<file path="config.mk">
export PLATFORM = sky130hd
export DESIGN_NAME = mae_ctrl
export DESIGN_NICKNAME = d
export VERILOG_FILES = /design/src/design/mae_pkg.sv /design/src/design/mae_ctrl.sv
export SDC_FILE = /design/constraint.sdc
export NUM_CORES = 1
export LEC_CHECK = 0
export ABC_AREA = 1
export ABC_CLOCK_PERIOD_IN_PS = 3700
export BUFFER_PORTS_ARGS = -buffer_cell sky130_fd_sc_hd__clkbuf_2
export CAP_MARGIN = 10
export CELL_PAD_IN_SITES_DETAIL_PLACEMENT = 2
export CELL_PAD_IN_SITES_GLOBAL_PLACEMENT = 2
export CORE_UTILIZATION = 34
export DETAILED_ROUTE_END_ITERATION = 8
export GPL_TIMING_DRIVEN = 0
export PLACE_DENSITY_LB_ADDON = 0.1
export SYNTH_ARGS = -nofsm -noshare
export SYNTH_HDL_FRONTEND = slang
export SYNTH_SLANG_ARGS = --single-unit
</file>
<file path="constraint.sdc">
create_clock -name clk -period 3.7 [get_ports clk]
set_input_delay 0.185 -clock clk [delete_from_list [all_inputs] [get_ports clk]]
set_output_delay 0.185 -clock clk [all_outputs]
set_load 0.1 [all_outputs]
</file>
<file path="src/design/mae_pkg.sv">
// Shared types for the matrix arithmetic engine: operation codes and the
// controller-to-datapath command and status words. No dependencies.
`default_nettype none
package mae_pkg;

	typedef enum logic [2:0] {
		FN_LOAD_A = 3'd0,
		FN_LOAD_B = 3'd1,
		FN_ADD    = 3'd2,
		FN_SUB    = 3'd3,
		FN_MUL    = 3'd4,
		FN_SCALE  = 3'd5,
		FN_TRANS  = 3'd6,
		FN_NONE   = 3'd7
	} func_t;

	localparam int unsigned CFG_W = 4;

	typedef enum logic [1:0] {
		REG_ROWS_A = 2'd0,
		REG_COLS_A = 2'd1,
		REG_ROWS_B = 2'd2,
		REG_COLS_B = 2'd3
	} reg_idx_t;

	typedef struct packed {
		logic  vld;     // read issued this cycle
		func_t op;
		logic  first;   // first term of an element: clear accumulator
		logic  last_k;  // final term of an element: emit
		logic  last;    // final element of the matrix
		logic  err;
		logic  scl_ld;  // capture scale factor
		logic  wr_a;
		logic  wr_b;
	} cmd_t;

	typedef struct packed {
		logic done;     // final element leaves the output register
	} sts_t;

endpackage
`default_nettype wire

</file>
<file path="src/design/mae_ctrl.sv">
// Controller: dimension registers, load decode and the element/term sequencer.
// Depends on mae_pkg.
`default_nettype none
module mae_ctrl #(
	parameter int unsigned MAX_DIM = 8,
	parameter int unsigned IDX_W   = 3
) (
	input  wire logic                    clk,
	input  wire logic                    arst_n,
	input  wire logic                    start,
	output logic                         busy,
	input  wire logic [2:0]              func,
	input  wire logic [IDX_W-1:0]        row,
	input  wire logic [IDX_W-1:0]        col,
	input  wire logic                    cfg_valid,
	output logic                         cfg_ready,
	input  wire logic [1:0]              cfg_index,
	input  wire logic [mae_pkg::CFG_W-1:0] cfg_data,
	output mae_pkg::cmd_t                cmd,
	output logic [IDX_W-1:0]             ra_row,
	output logic [IDX_W-1:0]             ra_col,
	output logic [IDX_W-1:0]             rb_row,
	output logic [IDX_W-1:0]             rb_col,
	output logic [IDX_W-1:0]             o_row,
	output logic [IDX_W-1:0]             o_col,
	input  wire mae_pkg::sts_t           sts
);
	typedef enum logic [1:0] {ST_IDLE, ST_RUN, ST_DRAIN} state_t;

	state_t state_q;
	logic [mae_pkg::CFG_W-1:0] rows_a_q, cols_a_q, rows_b_q, cols_b_q;
	logic [IDX_W-1:0] ra_m1, ca_m1, rb_m1, cb_m1;
	logic [IDX_W-1:0] nr_m1_q, nc_m1_q, nk_m1_q;
	logic [IDX_W-1:0] i_q, j_q, k_q;
	mae_pkg::func_t op_q, fn;
	logic err_q, acc_in, last_k, last_el;

	// effective dimension minus one: zero acts as one, large values clip
	function automatic logic [IDX_W-1:0] last_idx(input logic [mae_pkg::CFG_W-1:0] d);
		logic [5:0] e;
		e = {2'b00, d};
		if (e == 6'd0) begin
			e = 6'd1;
		end
		if (e > 6'(MAX_DIM)) begin
			e = 6'(MAX_DIM);
		end
		e = e - 6'd1;
		return e[IDX_W-1:0];
	endfunction

	assign ra_m1 = last_idx(rows_a_q);
	assign ca_m1 = last_idx(cols_a_q);
	assign rb_m1 = last_idx(rows_b_q);
	assign cb_m1 = last_idx(cols_b_q);

	assign fn        = mae_pkg::func_t'(func);
	assign busy      = (state_q != ST_IDLE);
	assign cfg_ready = 1'b1;
	assign acc_in    = start && !busy;

	assign last_k  = (op_q != mae_pkg::FN_MUL) || err_q || (k_q == nk_m1_q);
	assign last_el = last_k && (i_q == nr_m1_q) && (j_q == nc_m1_q);

	always_comb begin
		cmd        = '0;
		cmd.op     = op_q;
		cmd.vld    = (state_q == ST_RUN);
		cmd.first  = (k_q == '0);
		cmd.last_k = last_k;
		cmd.last   = last_el;
		cmd.err    = err_q;
		cmd.scl_ld = acc_in && (fn == mae_pkg::FN_SCALE);
		cmd.wr_a   = acc_in && (fn == mae_pkg::FN_LOAD_A) && (row <= ra_m1) && (col <= ca_m1);
		cmd.wr_b   = acc_in && (fn == mae_pkg::FN_LOAD_B) && (row <= rb_m1) && (col <= cb_m1);
		ra_row = i_q;
		ra_col = j_q;
		rb_row = i_q;
		rb_col = j_q;
		unique case (op_q)
			mae_pkg::FN_MUL: begin
				ra_col = k_q;
				rb_row = k_q;
			end
			mae_pkg::FN_TRANS: begin
				ra_row = j_q;
				ra_col = i_q;
			end
			default: begin
			end
		endcase
	end

	assign o_row = i_q;
	assign o_col = j_q;

	always_ff @(posedge clk or negedge arst_n) begin
		if (!arst_n) begin
			state_q  <= ST_IDLE;
			rows_a_q <= mae_pkg::CFG_W'(1);
			cols_a_q <= mae_pkg::CFG_W'(1);
			rows_b_q <= mae_pkg::CFG_W'(1);
			cols_b_q <= mae_pkg::CFG_W'(1);
			op_q     <= mae_pkg::FN_NONE;
			err_q    <= 1'b0;
			nr_m1_q  <= '0;
			nc_m1_q  <= '0;
			nk_m1_q  <= '0;
			i_q      <= '0;
			j_q      <= '0;
			k_q      <= '0;
		end else begin
			if (cfg_valid && cfg_ready) begin
				unique case (mae_pkg::reg_idx_t'(cfg_index))
					mae_pkg::REG_ROWS_A: rows_a_q <= cfg_data;
					mae_pkg::REG_COLS_A: cols_a_q <= cfg_data;
					mae_pkg::REG_ROWS_B: rows_b_q <= cfg_data;
					mae_pkg::REG_COLS_B: cols_b_q <= cfg_data;
					default: begin
					end
				endcase
			end
			unique case (state_q)
				ST_IDLE: begin
					if (acc_in && fn != mae_pkg::FN_LOAD_A && fn != mae_pkg::FN_LOAD_B
							&& fn != mae_pkg::FN_NONE) begin
						state_q <= ST_RUN;
						op_q    <= fn;
						i_q     <= '0;
						j_q     <= '0;
						k_q     <= '0;
						nr_m1_q <= ra_m1;
						nc_m1_q <= ca_m1;
						nk_m1_q <= ca_m1;
						err_q   <= 1'b0;
						case (fn)
							mae_pkg::FN_ADD, mae_pkg::FN_SUB:
								err_q <= (ra_m1 != rb_m1) || (ca_m1 != cb_m1);
							mae_pkg::FN_MUL: begin
								nc_m1_q <= cb_m1;
								err_q   <= (ca_m1 != rb_m1);
							end
							mae_pkg::FN_TRANS: begin
								nr_m1_q <= ca_m1;
								nc_m1_q <= ra_m1;
							end
							default: begin
							end
						endcase
					end
				end
				ST_RUN: begin
					if (!last_k) begin
						k_q <= k_q + 1'b1;
					end else begin
						k_q <= '0;
						if (last_el) begin
							state_q <= ST_DRAIN;
						end else if (j_q == nc_m1_q) begin
							j_q <= '0;
							i_q <= i_q + 1'b1;
						end else begin
							j_q <= j_q + 1'b1;
						end
					end
				end
				ST_DRAIN: begin
					if (sts.done) begin
						state_q <= ST_IDLE;
					end
				end
				default: state_q <= ST_IDLE;
			endcase
		end
	end

`ifndef SYNTHESIS
	a_no_load_busy: assert property (@(posedge clk) disable iff (!arst_n)
		(cmd.wr_a || cmd.wr_b) |-> !busy) else $error("load write while busy");
	a_done_drain: assert property (@(posedge clk) disable iff (!arst_n)
		sts.done |-> (state_q == ST_DRAIN)) else $error("final word outside drain");
	a_k_bound: assert property (@(posedge clk) disable iff (!arst_n)
		(state_q == ST_RUN) |-> (k_q <= nk_m1_q)) else $error("term index overrun");
	a_one_load: assert property (@(posedge clk) disable iff (!arst_n)
		!(cmd.wr_a && cmd.wr_b)) else $error("both stores written");
`endif
endmodule
`default_nettype wire

</file>
==> results of run 1 <==
[cell families (layout without fill, tap and decap cells)]
family	Yosys count	in the layout	synth area share, %
AOI/OAI and AO/OA	66	66	13.0
xor gates and xnor gates	17	17	5.39
adders and majority gates	19	19	8.52
buffers and inverters	59	116	9.25
DFF	40	40	36.6
other	1	1	0.136
and+or+nand+nor	160	160	27.2
[worst reg2reg max path, stage by stage, from the launching register on]
cell,delay (ps)
dfstp_2,530
inv_1,40
o21ai_0,60
nand2_1,220
ha_1,290
inv_1,60
nand2_1,50
nand2_1,190
inv_1,130
nand2_1,90
nand2_1,50
nor2_1,100
nand2_1,60
nand2_1,60
a21oi_1,60
[metrics by stage]
stage | std cells | hold WS (ps) | utilization [%] | area [µm²] | total power, µW
3_3_place_gp | 513 | 365 | 40.3 | 3150 | 2770
6_report | 521 | 45.1 | 41.4 | 3230 | 3100
2_1_floorplan | 362 | -111 | - | 2770 | 2430
4_1_cts | 521 | 40.0 | 41.4 | 3230 | 3140
3_5_place_dp | 513 | 374 | 40.3 | 3150 | 2840
5_1_grt | 521 | 35.1 | 41.4 | 3230 | 3310
[cell type report]
class                      instances  share of cell area (%)
buffer                             9                    2.01
tap                              102                    3.95
clock inverter                     2                   0.387
clock buffer                       6                    2.25
inverter                          50                    5.89
timing repair buffer              49                    7.59
multi-input combinational        263                    46.7
sequential                        40                    31.3
[per-layer routing]
metal | vias up | part of all wire (%) | GRT usage [%]
li1 | 1280 | - | -
met1 | 1238 | 44 | 23.1
met2 | 38 | 53 | 37.3
met3 | 6 | 2.3 | 2.99
met4 | 0 | 0.97 | 4.69
met5 | - | 0 | 0
[synth_stat cells]
master	count	area [µm²]
a21oi_1	7	35.0
a221oi_1	1	8.76
a31oi_1	2	12.5
a32oi_1	1	8.76
buf_2	1	5.00
buf_4	8	60.1
conb_1	1	3.75
dfrtp_1	33	826
dfstp_2	7	184
ha_1	18	225
inv_1	46	173
inv_2	3	11.3
inv_4	1	6.26
maj3_1	1	10.0
nand2_1	101	379
nand2_2	3	18.8
nand2_4	2	22.5
nand3_1	16	80.1
nand3_2	5	50.1
nand3_4	1	17.5
nand4_1	5	31.3
nor2_1	17	63.8
nor2_2	2	12.5
nor2_4	2	22.5
nor2_8	1	20.0
nor3_1	2	10.0
nor4_1	1	6.26
o211ai_1	3	22.5
o21ai_0	36	180
o21ai_1	12	60.1
o21bai_1	2	15.0
o31ai_1	2	15.0
or2_1	1	6.26
or2_4	1	8.76
xnor2_1	15	131
xor2_1	2	17.5
[path summary, 6_finish.rpt]
kind / from / slack (ps) / end / depth (start not counted)
max: cols_a_q[0]$_DFFE_PN1P_ / 480 / cmd[1] / 13
min: arst_n / 50 / o_col[2]$_DFFE_PN0P_ / 1
max reg2reg: cols_a_q[0]$_DFFE_PN1P_ / 1610 / err_q$_DFFE_PN0P_ / 14
min reg2reg: op_q[0]$_DFFE_PN1P_ / 490 / op_q[0]$_DFFE_PN1P_ / 2
max in group asynchronous: arst_n / 3000 / cols_b_q[2]$_DFFE_PN0P_ / 1
min in group clk: sts / 50 / state_q[1]$_DFFE_PN0P_ / 2
[flip-flops by register name (all words and copies together) (netlist names)]
name and count:
o_col 3, rows_a_q 4, nr_m1_q 3, op_q 3, cols_a_q 4, nk_m1_q 3, rows_b_q 4, k_q 3
o_row 3, cols_b_q 4, err_q 1, nc_m1_q 3, state_q 2
[power by group through the flow]
stage | logic (µW) | clock network [µW] | registers [µW]
detailed placement | 2090 | 0 | 742
floorplan | 1450 | 0 | 979
global placement | 2040 | 0 | 732
CTS | 2100 | 310 | 733
global route | 2240 | 326 | 752
finish | 2070 | 300 | 728
==> out/qor.yml, run 1 <==
power:
  switchingPower_uw: 1900
  power_density_mw_per_mm2: 960
  cellLeakagePower_uw: 0.00165
  p_sw_share_pct: 61.2
  vdd_ir_drop_max_uv: 259
  combPwrFrac_pct: 66.8
  p_int_uw: 1200
  p_seq_share_pct: 23.5
  clkPwrFrac_pct: 9.7
cts:
  cts_resized: 0
  clkSinkCount: 40
  path_clk_slew_ps: 90
  cts_inserted_buffers: 5
  worstSkewPairLatency_ps: 310
  root_buffer: "clkbuf_8"
  ctsHoldBuffers: 0
  cts_tree: "yes"
  post_cts_buffers: 0
  htreeDepth: 2
  clockBufferDepth: 2
yosys:
  ys_ff_latch: 40
  syn_inst: 362
  yosys_warnings: 0
  syn_nets: 400
  synth.distinct_cells: 36
  syn_area_per_cell_um2: 7.62
  synthesis.area_mm2: 0.00276
  ys_seq_area_share_pct: 36.6
layout:
  drive_gt1_share_pct: 22.7
  final_common_cell: "nand2_1"
  syn_to_final_growth_pct: 17.0
  multi_input_area_mm2: 0.00151
  seqCellArea_mm2: 0.00101
  fill_cells: 977
  final_cell_mix: "101 x nand2_1, 49 x clkbuf_2, 46 x inv_1"
  fin_nets: 456
  diodes: 0
worst_setup_path:
  path_cells: "inv_1 > o21ai_0 > nand2_1 > ha_1 > nand3_1 > nand2_1 > ha_1 > nand2_1 > nor2_1 > nor2_1 > a32oi_1 > nor4_2 > clkbuf_2"
  crit_slowest_cell: "dfstp_2"
  worstPathRequired_ps: 3510
  end_kind: "output port"
  cpLargestDelayFamily: "simple AND/OR/NAND/NOR gates"
  path_buf_inv: 2
  startpoint_type: "register"
  critPathMaxStageDelay_ps: 530
  crit_path_frequent_cell: "nand2_1"
  crit_type: "reg2out"
  path_max_fanout: 7
  cp.arrival_ps: 3040
drt:
  drtIter0Drc: 34
  wl_per_cell_um: 14.8
  routed_wl_um: 7730
  vias_per_cell: 4.92
  drc: 0
  vias: 2562
  ant_nets: 0
  dr.pass1.iters: 4
sta:
  relSlewSlack_pct: 30.6
  hold_viol: 0
  finalCriticalPeriod_ps: 3220
  worst_slack_ps: 479
  skew_ps: 10.3
  worst-slew-pin-transition_ps: 1040
  slew_viol_final: 0
  rsz0062_at_grt: "no"
  setup_viol: 0
  final.setup.tns_ps: 0
  min_period_over_period_pct: 87.1
  fmax_mhz: 310
global_route:
  grt_max_degree: 41
  globalRouteOverflowTotal: 0
  antenna_found_initial: 0
  grt_pass1_vias: 2705
  grt_pass1_wl_um: 13100
  grt_use_total_pct: 19.7
die:
  num_io_pins: 51
  die_height_um: 92.1
  die_area_mm2: 0.00848
  placementRows: 32
  core-area_mm2: 0.00781
  die_x_um: 92.1
  start_util_pct: 35.4
placement:
  post-place-ws_ps: 770
  hpwl_um: 6270
  gp_congestion: 0.763
  io_buffers: 49
run_status:
  outcome: "finished clean"
flow_run:
  max_cap_violations: 0
hold_path:
  min_path_type: "in2async"
(Power assumes the default switching activity.)
==> run 2, diff against run 1 <==
--- a/config.mk
+++ b/config.mk
@@ -5,13 +5,14 @@
 export SDC_FILE = /design/constraint.sdc
 export NUM_CORES = 1
 export LEC_CHECK = 0
-export ABC_AREA = 1
+export ABC_AREA = 0
 export ABC_CLOCK_PERIOD_IN_PS = 3700
 export BUFFER_PORTS_ARGS = -buffer_cell sky130_fd_sc_hd__clkbuf_2
 export CAP_MARGIN = 10
 export CELL_PAD_IN_SITES_DETAIL_PLACEMENT = 2
 export CELL_PAD_IN_SITES_GLOBAL_PLACEMENT = 2
-export CORE_UTILIZATION = 34
+export CORE_UTILIZATION = 37
+export CTS_CLUSTER_DIAMETER = 80
 export DETAILED_ROUTE_END_ITERATION = 8
 export GPL_TIMING_DRIVEN = 0
 export PLACE_DENSITY_LB_ADDON = 0.1
==> run 2 against run 1 <==
Net effect:
- via count shrank 12%
- global-route usage grew 1.6 points
- sequential cell count is the same
- sequential share of layout area grew 0.38 points
- clock skew shrank 2.8 ps
- area after synthesis shrank 1.3%
- design area shrank 1.2%
- non-clock buffer count grew 4
- final cell count shrank 17%
- routed wire length shrank 3.7%
- largest cell class unchanged
==> out/qor.yml, run 2 <==
run_status:
  outcome: "finished clean"
cts:
  path_clk_slew_ps: 90  # about the same
  ctsHoldBuffers: 0  # unchanged
  clkSinkCount: 40  # unchanged
  htreeDepth: 2  # unchanged
  cts_inserted_buffers: 5  # unchanged
  post_cts_buffers: 0  # unchanged
  cts_tree: "yes"
  worstSkewPairLatency_ps: 300  # about the same
  clockBufferDepth: 2  # unchanged
  root_buffer: "clkbuf_8"
die:
  num_io_pins: 51  # unchanged
  die_x_um: 87.8  # -4.6%
  start_util_pct: 39.2  # +3.9 points
  die_height_um: 87.8  # -4.6%
  die_area_mm2: 0.00771  # -9.1%
  placementRows: 30  # -6.3%
  core-area_mm2: 0.00694  # -11%
yosys:
  syn_nets: 317  # -21%
  synthesis.area_mm2: 0.00273  # -1.3%
  synth_commonest_cells: "33 x dfrtp_1, 31 x nand2_1, 24 x mux2_2"
  ys_seq_area_share_pct: 37.1  # +0.47 points
  yosysTopAreaCell: "dfrtp_1"
  syn_area_per_cell_um2: 9.77  # +28%
  synth.distinct_cells: 45  # +25%
  ys_ff_latch: 40  # unchanged
  synth_edf_count: 0  # unchanged
  yosysMostFrequentCell: "dfrtp_1"
  syn_inst: 279  # -23%
  yosys_warnings: 0  # unchanged
  postSynth.asyncResetShare_pct: 100  # unchanged
  synthTopCellsByArea: "dfrtp_1 30%, mux2_2 9.9%, ha_1 8.3%"
  synth-main-ff-cell: "dfrtp_1"
  synth_top_cell_area_share_pct: 30.3  # +0.38 points
placement:
  io_buffers: 48  # -2.0%
  placed_area_mm2: 0.00310  # -1.6%
  hpwl_um: 5950  # -5.2%
  gp_congestion: 0.782  # +2.4%
worst_setup_path:
  cpLargestDelayFamily: "adder cells"
  crit_end: "cmd[1]"
  end_kind: "output port"
  path_cells: "o21ba_2 > nor2_1 > inv_1 > ha_1 > xnor2_2 > ha_1 > a21oi_1 > a31oi_1 > nor3_2 > clkbuf_4"
  reg2reg_to: "err_q$_DFFE_PN0P_"
  r2r_start: "cols_a_q[0]$_DFFE_PN1P_"
  cp-startpoint: "cols_a_q[0]$_DFFE_PN1P_"
  r2r_setup_slack_ps: 1050  # -560 ps
  crit_slowest_cell: "dfstp_2"
  cp.arrival_ps: 3270  # +230 ps
  cp.depth: 10  # -3
  reg2regPathDepth: 8  # -6
  crit_type: "reg2out"
  critPathMaxStageDelay_ps: 540  # about the same
  crit_path_frequent_cell: "ha_1"
  path_buf_inv: 2  # unchanged
  worstPathRequired_ps: 3510  # about the same
  startpoint_type: "register"
  path_max_fanout: 6  # -1
global_route:
  grt_use_total_pct: 21.3  # +1.6 points
  grt_pass1_vias: 2459  # -9.1%
  grt_max_degree: 41  # unchanged
  antenna_found_initial: 0  # unchanged
  globalRouteOverflowTotal: 0  # unchanged
  grt_pass1_wl_um: 12500  # -4.9%
sta:
  hold_viol: 0  # unchanged
  relSlewSlack_pct: 31.9  # +1.3 points
  slew_viol_final: 0  # unchanged
  worst-slew-pin-transition_ps: 1020  # -19.6 ps
  final.setup.tns_ps: 0  # unchanged
  min_period_over_period_pct: 93.4  # +6.4 points
  rsz0062_at_grt: "no"
  fmax_mhz: 289  # -6.8%
  skew_ps: 7.54  # -2.78 ps
  finalCriticalPeriod_ps: 3460  # +236 ps
  setup_viol: 0  # unchanged
drt:
  ant_nets: 0  # unchanged
  drc: 0  # unchanged
  vias: 2250  # -12%
  dr.pass1.iters: 4  # unchanged
  vias_per_cell: 5.22  # +6.2%
  drtIter0Drc: 56  # +65%
  wl_per_cell_um: 17.3  # +16%
  routed_wl_um: 7440  # -3.7%
layout:
  final_cell_mix: "47 x clkbuf_2, 33 x dfrtp_1, 31 x nand2_1"
  design_area_mm2: 0.00319  # -1.2%
  final_common_cell: "clkbuf_2"
  diodes: 0  # unchanged
  syn_to_final_growth_pct: 17.1  # about the same
  drive_gt1_share_pct: 30.7  # +8.1 points
  fin_nets: 372  # -18%
hold_path:
  min_path_type: "in2async"
flow_run:
  max_cap_violations: 0  # unchanged
run 2: final cells by class:
| type | count | area (µm²) |
|---|---|---|
| inverters | 15 | 56.3 |
| plain buffers | 14 | 78.8 |
| clock inverters | 2 | 12.5 |
| multi-input cells | 210 | 1600 |
| clock buffers | 6 | 72.6 |
| well taps | 96 | 120 |
| fillers | 791 | 3750 |
| flip-flops and latches | 40 | 1010 |
| repair buffers | 48 | 243 |
run 2: kinds of logic (layout without fill, tap and decap cells):
kind of cell / Yosys count / count (layout) / share of synthesized area [%]
and+or+nand+nor: 81 / 81 / 16.0
AOI/OAI and AO/OA: 57 / 57 / 14.0
DFF: 40 / 40 / 37.1
muxes: 30 / 30 / 12.1
buffers and inverters: 29 / 85 / 4.96
xor gates and xnor gates: 21 / 21 / 6.75
adders and majority gates: 20 / 20 / 9.00
other: 1 / 1 / 0.138
run 2: through the flow:
step	worst slack, ps	hold WS [ps]	std cells	util (%)
floorplan	65.5	-111	279	-
global placement	288	408	423	44.6
detailed placement	230	420	423	44.6
CTS	99.1	89.8	431	45.9
global route	34.7	124	431	46.0
finish	243	40.2	431	46.0
run 2: worst min path at each step:
stage                      start                 endpoint  slack (ps)  cells past startpoint
after floorplan           arst_n  cols_a_q[1]$_DFFE_PN0P_        -110                      0
after global placement    arst_n   state_q[1]$_DFFE_PN0P_         410                      1
after detailed placement  arst_n   state_q[1]$_DFFE_PN0P_         420                      1
after CTS                 arst_n   state_q[1]$_DFFE_PN0P_          90                      1
after global routing      arst_n   state_q[0]$_DFFE_PN0P_         120                      1
final                     arst_n   state_q[1]$_DFFE_PN0P_          40                      1
run 2: timing repair:
| item | in CTS | in global routing |
|---|---|---|
| pin swaps | 0 | 0 |
| hold endpoints to repair | 0 | 0 |
| endpoints found under the setup margin | 1 | 1 |
| resized for setup | 1 | 2 |
run 2: routing by layer:
layer  GRT usage [%]  part of all wire (%)  vias up
met2            40.6                    53       37
met1            24.1                    42     1126
met5               0                     0        -
met3            3.49                   2.6        9
li1                -                     -     1078
met4            6.71                   1.7        0
Power of run 2 is not shown: default switching activity piles up to over one toggle a cycle in this logic, so the estimate is an artifact.
==> run 3, diff against run 2 <==
==> constraint.sdc (replaced) <==
create_clock -name clk -period 3.7 [get_ports clk]
set_input_delay 0.185 -clock clk [delete_from_list [all_inputs] [get_ports clk]]
set_output_delay 0.185 -clock clk [all_outputs]
set_load 0.005 [all_outputs]
==> run 3 against run 2 <==
Net effect:
- die area stayed put
- fmax fell by 0.58%
- sequential cell count stayed put
- routed wire length fell by 2.0%
- critical path depth unchanged
- highest routed layer unchanged
==> out/qor.yml, run 3 (same netlist as run 2, synthesis figures left out) <==
sta:
  min_period_over_period_pct: 94.0  # +0.54 points
  slew_viol_final: 0  # unchanged
  finalCriticalPeriod_ps: 3480  # +20.1 ps
  hold_viol: 0  # unchanged
  skew_ps: 13.7  # +6.14 ps
  setup_viol: 0  # unchanged
  final.setup.tns_ps: 0  # unchanged
  whs_ps: 52.0  # +11.8 ps
  relSlewSlack_pct: 31.5  # -0.36 points
  worst_slack_ps: 223  # -20.1 ps
  worst-slew-pin-transition_ps: 1030  # +5.47 ps
  rsz0062_at_grt: "no"
  fmax_mhz: 288  # -0.58%
power:
  p_int_uw: 1360
  p_sw_share_pct: 41.3
  switchingPower_uw: 956
  clkPwrFrac_pct: 16.8
  vdd_ir_drop_max_uv: 217
  power_uw: 2310
  combPwrFrac_pct: 50.7
  p_seq_share_pct: 32.4
  cellLeakagePower_uw: 0.00150
  power_density_mw_per_mm2: 721
drt:
  ant_nets: 0  # unchanged
  drtIter0Drc: 56  # unchanged
  routed_wl_um: 7290  # -2.0%
  met3_length_um: 199  # +1.5%
  wl_met2_um: 3840  # -3.4%
  vias_per_cell: 5.22  # unchanged
  wl_met1_um: 3150  # +0.48%
  dr.pass1.iters: 4  # unchanged
  vias: 2250  # unchanged
  drc: 0  # unchanged
  wl_per_cell_um: 16.9  # -2.0%
  top_layer: "met4"
worst_setup_path:
  worstPathRequired_ps: 3510  # about the same
  path_max_fanout: 6  # unchanged
  crit_slowest_cell: "xnor2_1"
  r2r_start: "cols_a_q[0]$_DFFE_PN1P_"
  cp.arrival_ps: 3290  # +20 ps
  crit_path_frequent_cell: "ha_1"
  startpoint_type: "register"
  r2r_setup_slack_ps: 850  # -200 ps
  reg2regPathDepth: 8  # unchanged
  end_kind: "output port"
  reg2reg_to: "err_q$_DFFE_PN0P_"
  critPathMaxStageDelay_ps: 600  # +60 ps
  path_cells: "o21ba_2 > nor2_1 > inv_1 > ha_1 > xnor2_1 > ha_1 > a21oi_1 > a31oi_1 > nor3_1 > clkbuf_2"
  crit_type: "reg2out"
  cp-startpoint: "cols_a_q[0]$_DFFE_PN1P_"
global_route:
  grt_max_degree: 41  # unchanged
  grt_pass1_vias: 2411  # -2.0%
  globalRouteOverflowTotal: 0  # unchanged
  grt_pass1_wl_um: 12400  # -0.78%
  grt_use_total_pct: 21.0  # -0.29 points
  antenna_found_initial: 0  # unchanged
layout:
  drive_gt1_share_pct: 30.1  # -0.60 points
  final_common_cell: "clkbuf_2"
  fin_nets: 372  # unchanged
  fill_cells: 782  # -1.1%
  final_cell_count_no_fill: 431  # unchanged
  syn_to_final_growth_pct: 17.7
  final_cell_mix: "48 x clkbuf_2, 33 x dfrtp_1, 31 x nand2_1"
  diodes: 0  # unchanged
hold_path:
  min_path_type: "in2async"
placement:
  io_buffers: 48  # unchanged
  post-place-ws_ps: 551  # +321 ps
  gp_congestion: 0.804  # +2.8%
  hpwl_um: 5830  # -1.9%
  dp_cells: 423  # unchanged
die:
  die_height_um: 87.8  # unchanged
  placementRows: 30  # unchanged
  die_area_mm2: 0.00771  # unchanged
  start_util_pct: 39.2  # unchanged
  die_x_um: 87.8  # unchanged
  core-area_mm2: 0.00694  # unchanged
  num_io_pins: 51  # unchanged
cts:
  root_buffer: "clkbuf_8"
  worstSkewPairLatency_ps: 300  # about the same
  cts_tree: "yes"
  cts_inserted_buffers: 5  # unchanged
  post_cts_buffers: 0  # unchanged
  clockBufferDepth: 2  # unchanged
  htreeDepth: 2  # unchanged
  clkSinkCount: 40  # unchanged
  path_clk_slew_ps: 80  # about the same
  ctsHoldBuffers: 0  # unchanged
  cts_resized: 0  # -1
run_status:
  outcome: "finished clean"
flow_run:
  max_cap_violations: 0  # unchanged
run 3: cell count changes in the layout (fill, tap and decap cells not counted), sizes merged:
cell,previous run,this run
clkinvlp,1,0
bufinv,0,1
run 3: power by group through the flow:
| stage | clock [µW] | sequential (µW) | combinational [µW] |
|---|---|---|---|
| 6_report | 390 | 750 | 1170 |
| 3_3_place_gp | 0 | 751 | 1130 |
| 5_1_grt | 417 | 772 | 1320 |
| 4_1_cts | 400 | 753 | 1200 |
| 3_5_place_dp | 0 | 761 | 1190 |
| 2_1_floorplan | 0 | 712 | 826 |
run 3: per-layer routing:
layer / track usage, % / up-vias
met1: 24.6 / 1125
met5: 0 / -
li1: - / 1080
met2: 39.8 / 36
met3: 3.30 / 9
met4: 5.22 / 0
run 3: cell type report:
type | instances | area, µm² | share of cell area [%]
plain buffers | 14 | 78.8 | 2.46
clock buffers | 6 | 82.6 | 2.58
clock inverters | 2 | 38.8 | 1.21
inverters | 15 | 56.3 | 1.76
multi-input cells | 210 | 1580 | 49.3
flip-flops and latches | 40 | 1010 | 31.5
well taps | 96 | 120 | 3.75
repair buffers | 48 | 240 | 7.49
run 3: how the worst max path moves through the flow:
stage / endpoint / slack [ps] / cells after the start
finish: cmd[1] / 220 / 10
global route: cmd[1] / 70 / 10
CTS: cmd[1] / 200 / 10
detailed placement: cmd[1] / 550 / 10
global placement: cmd[1] / 630 / 10
floorplan: cmd[1] / 1260 / 9
run 3: critical path: cells and delay by family, from the launching register on:
family,cells,cell delay (ps)
buf+inv,2,310
compound gates,3,380
xor+xnor,1,600
fa+ha+maj,2,610
simple gates,2,550
flops,1,530
run 3: per-stage QoR:
step / instance area, µm² / util [%]
finish: 3210 / 46.2
global route: 3210 / 46.2
CTS: 3210 / 46.2
detailed placement: 3090 / 44.4
global placement: 3090 / 44.4
floorplan: 2730 / -
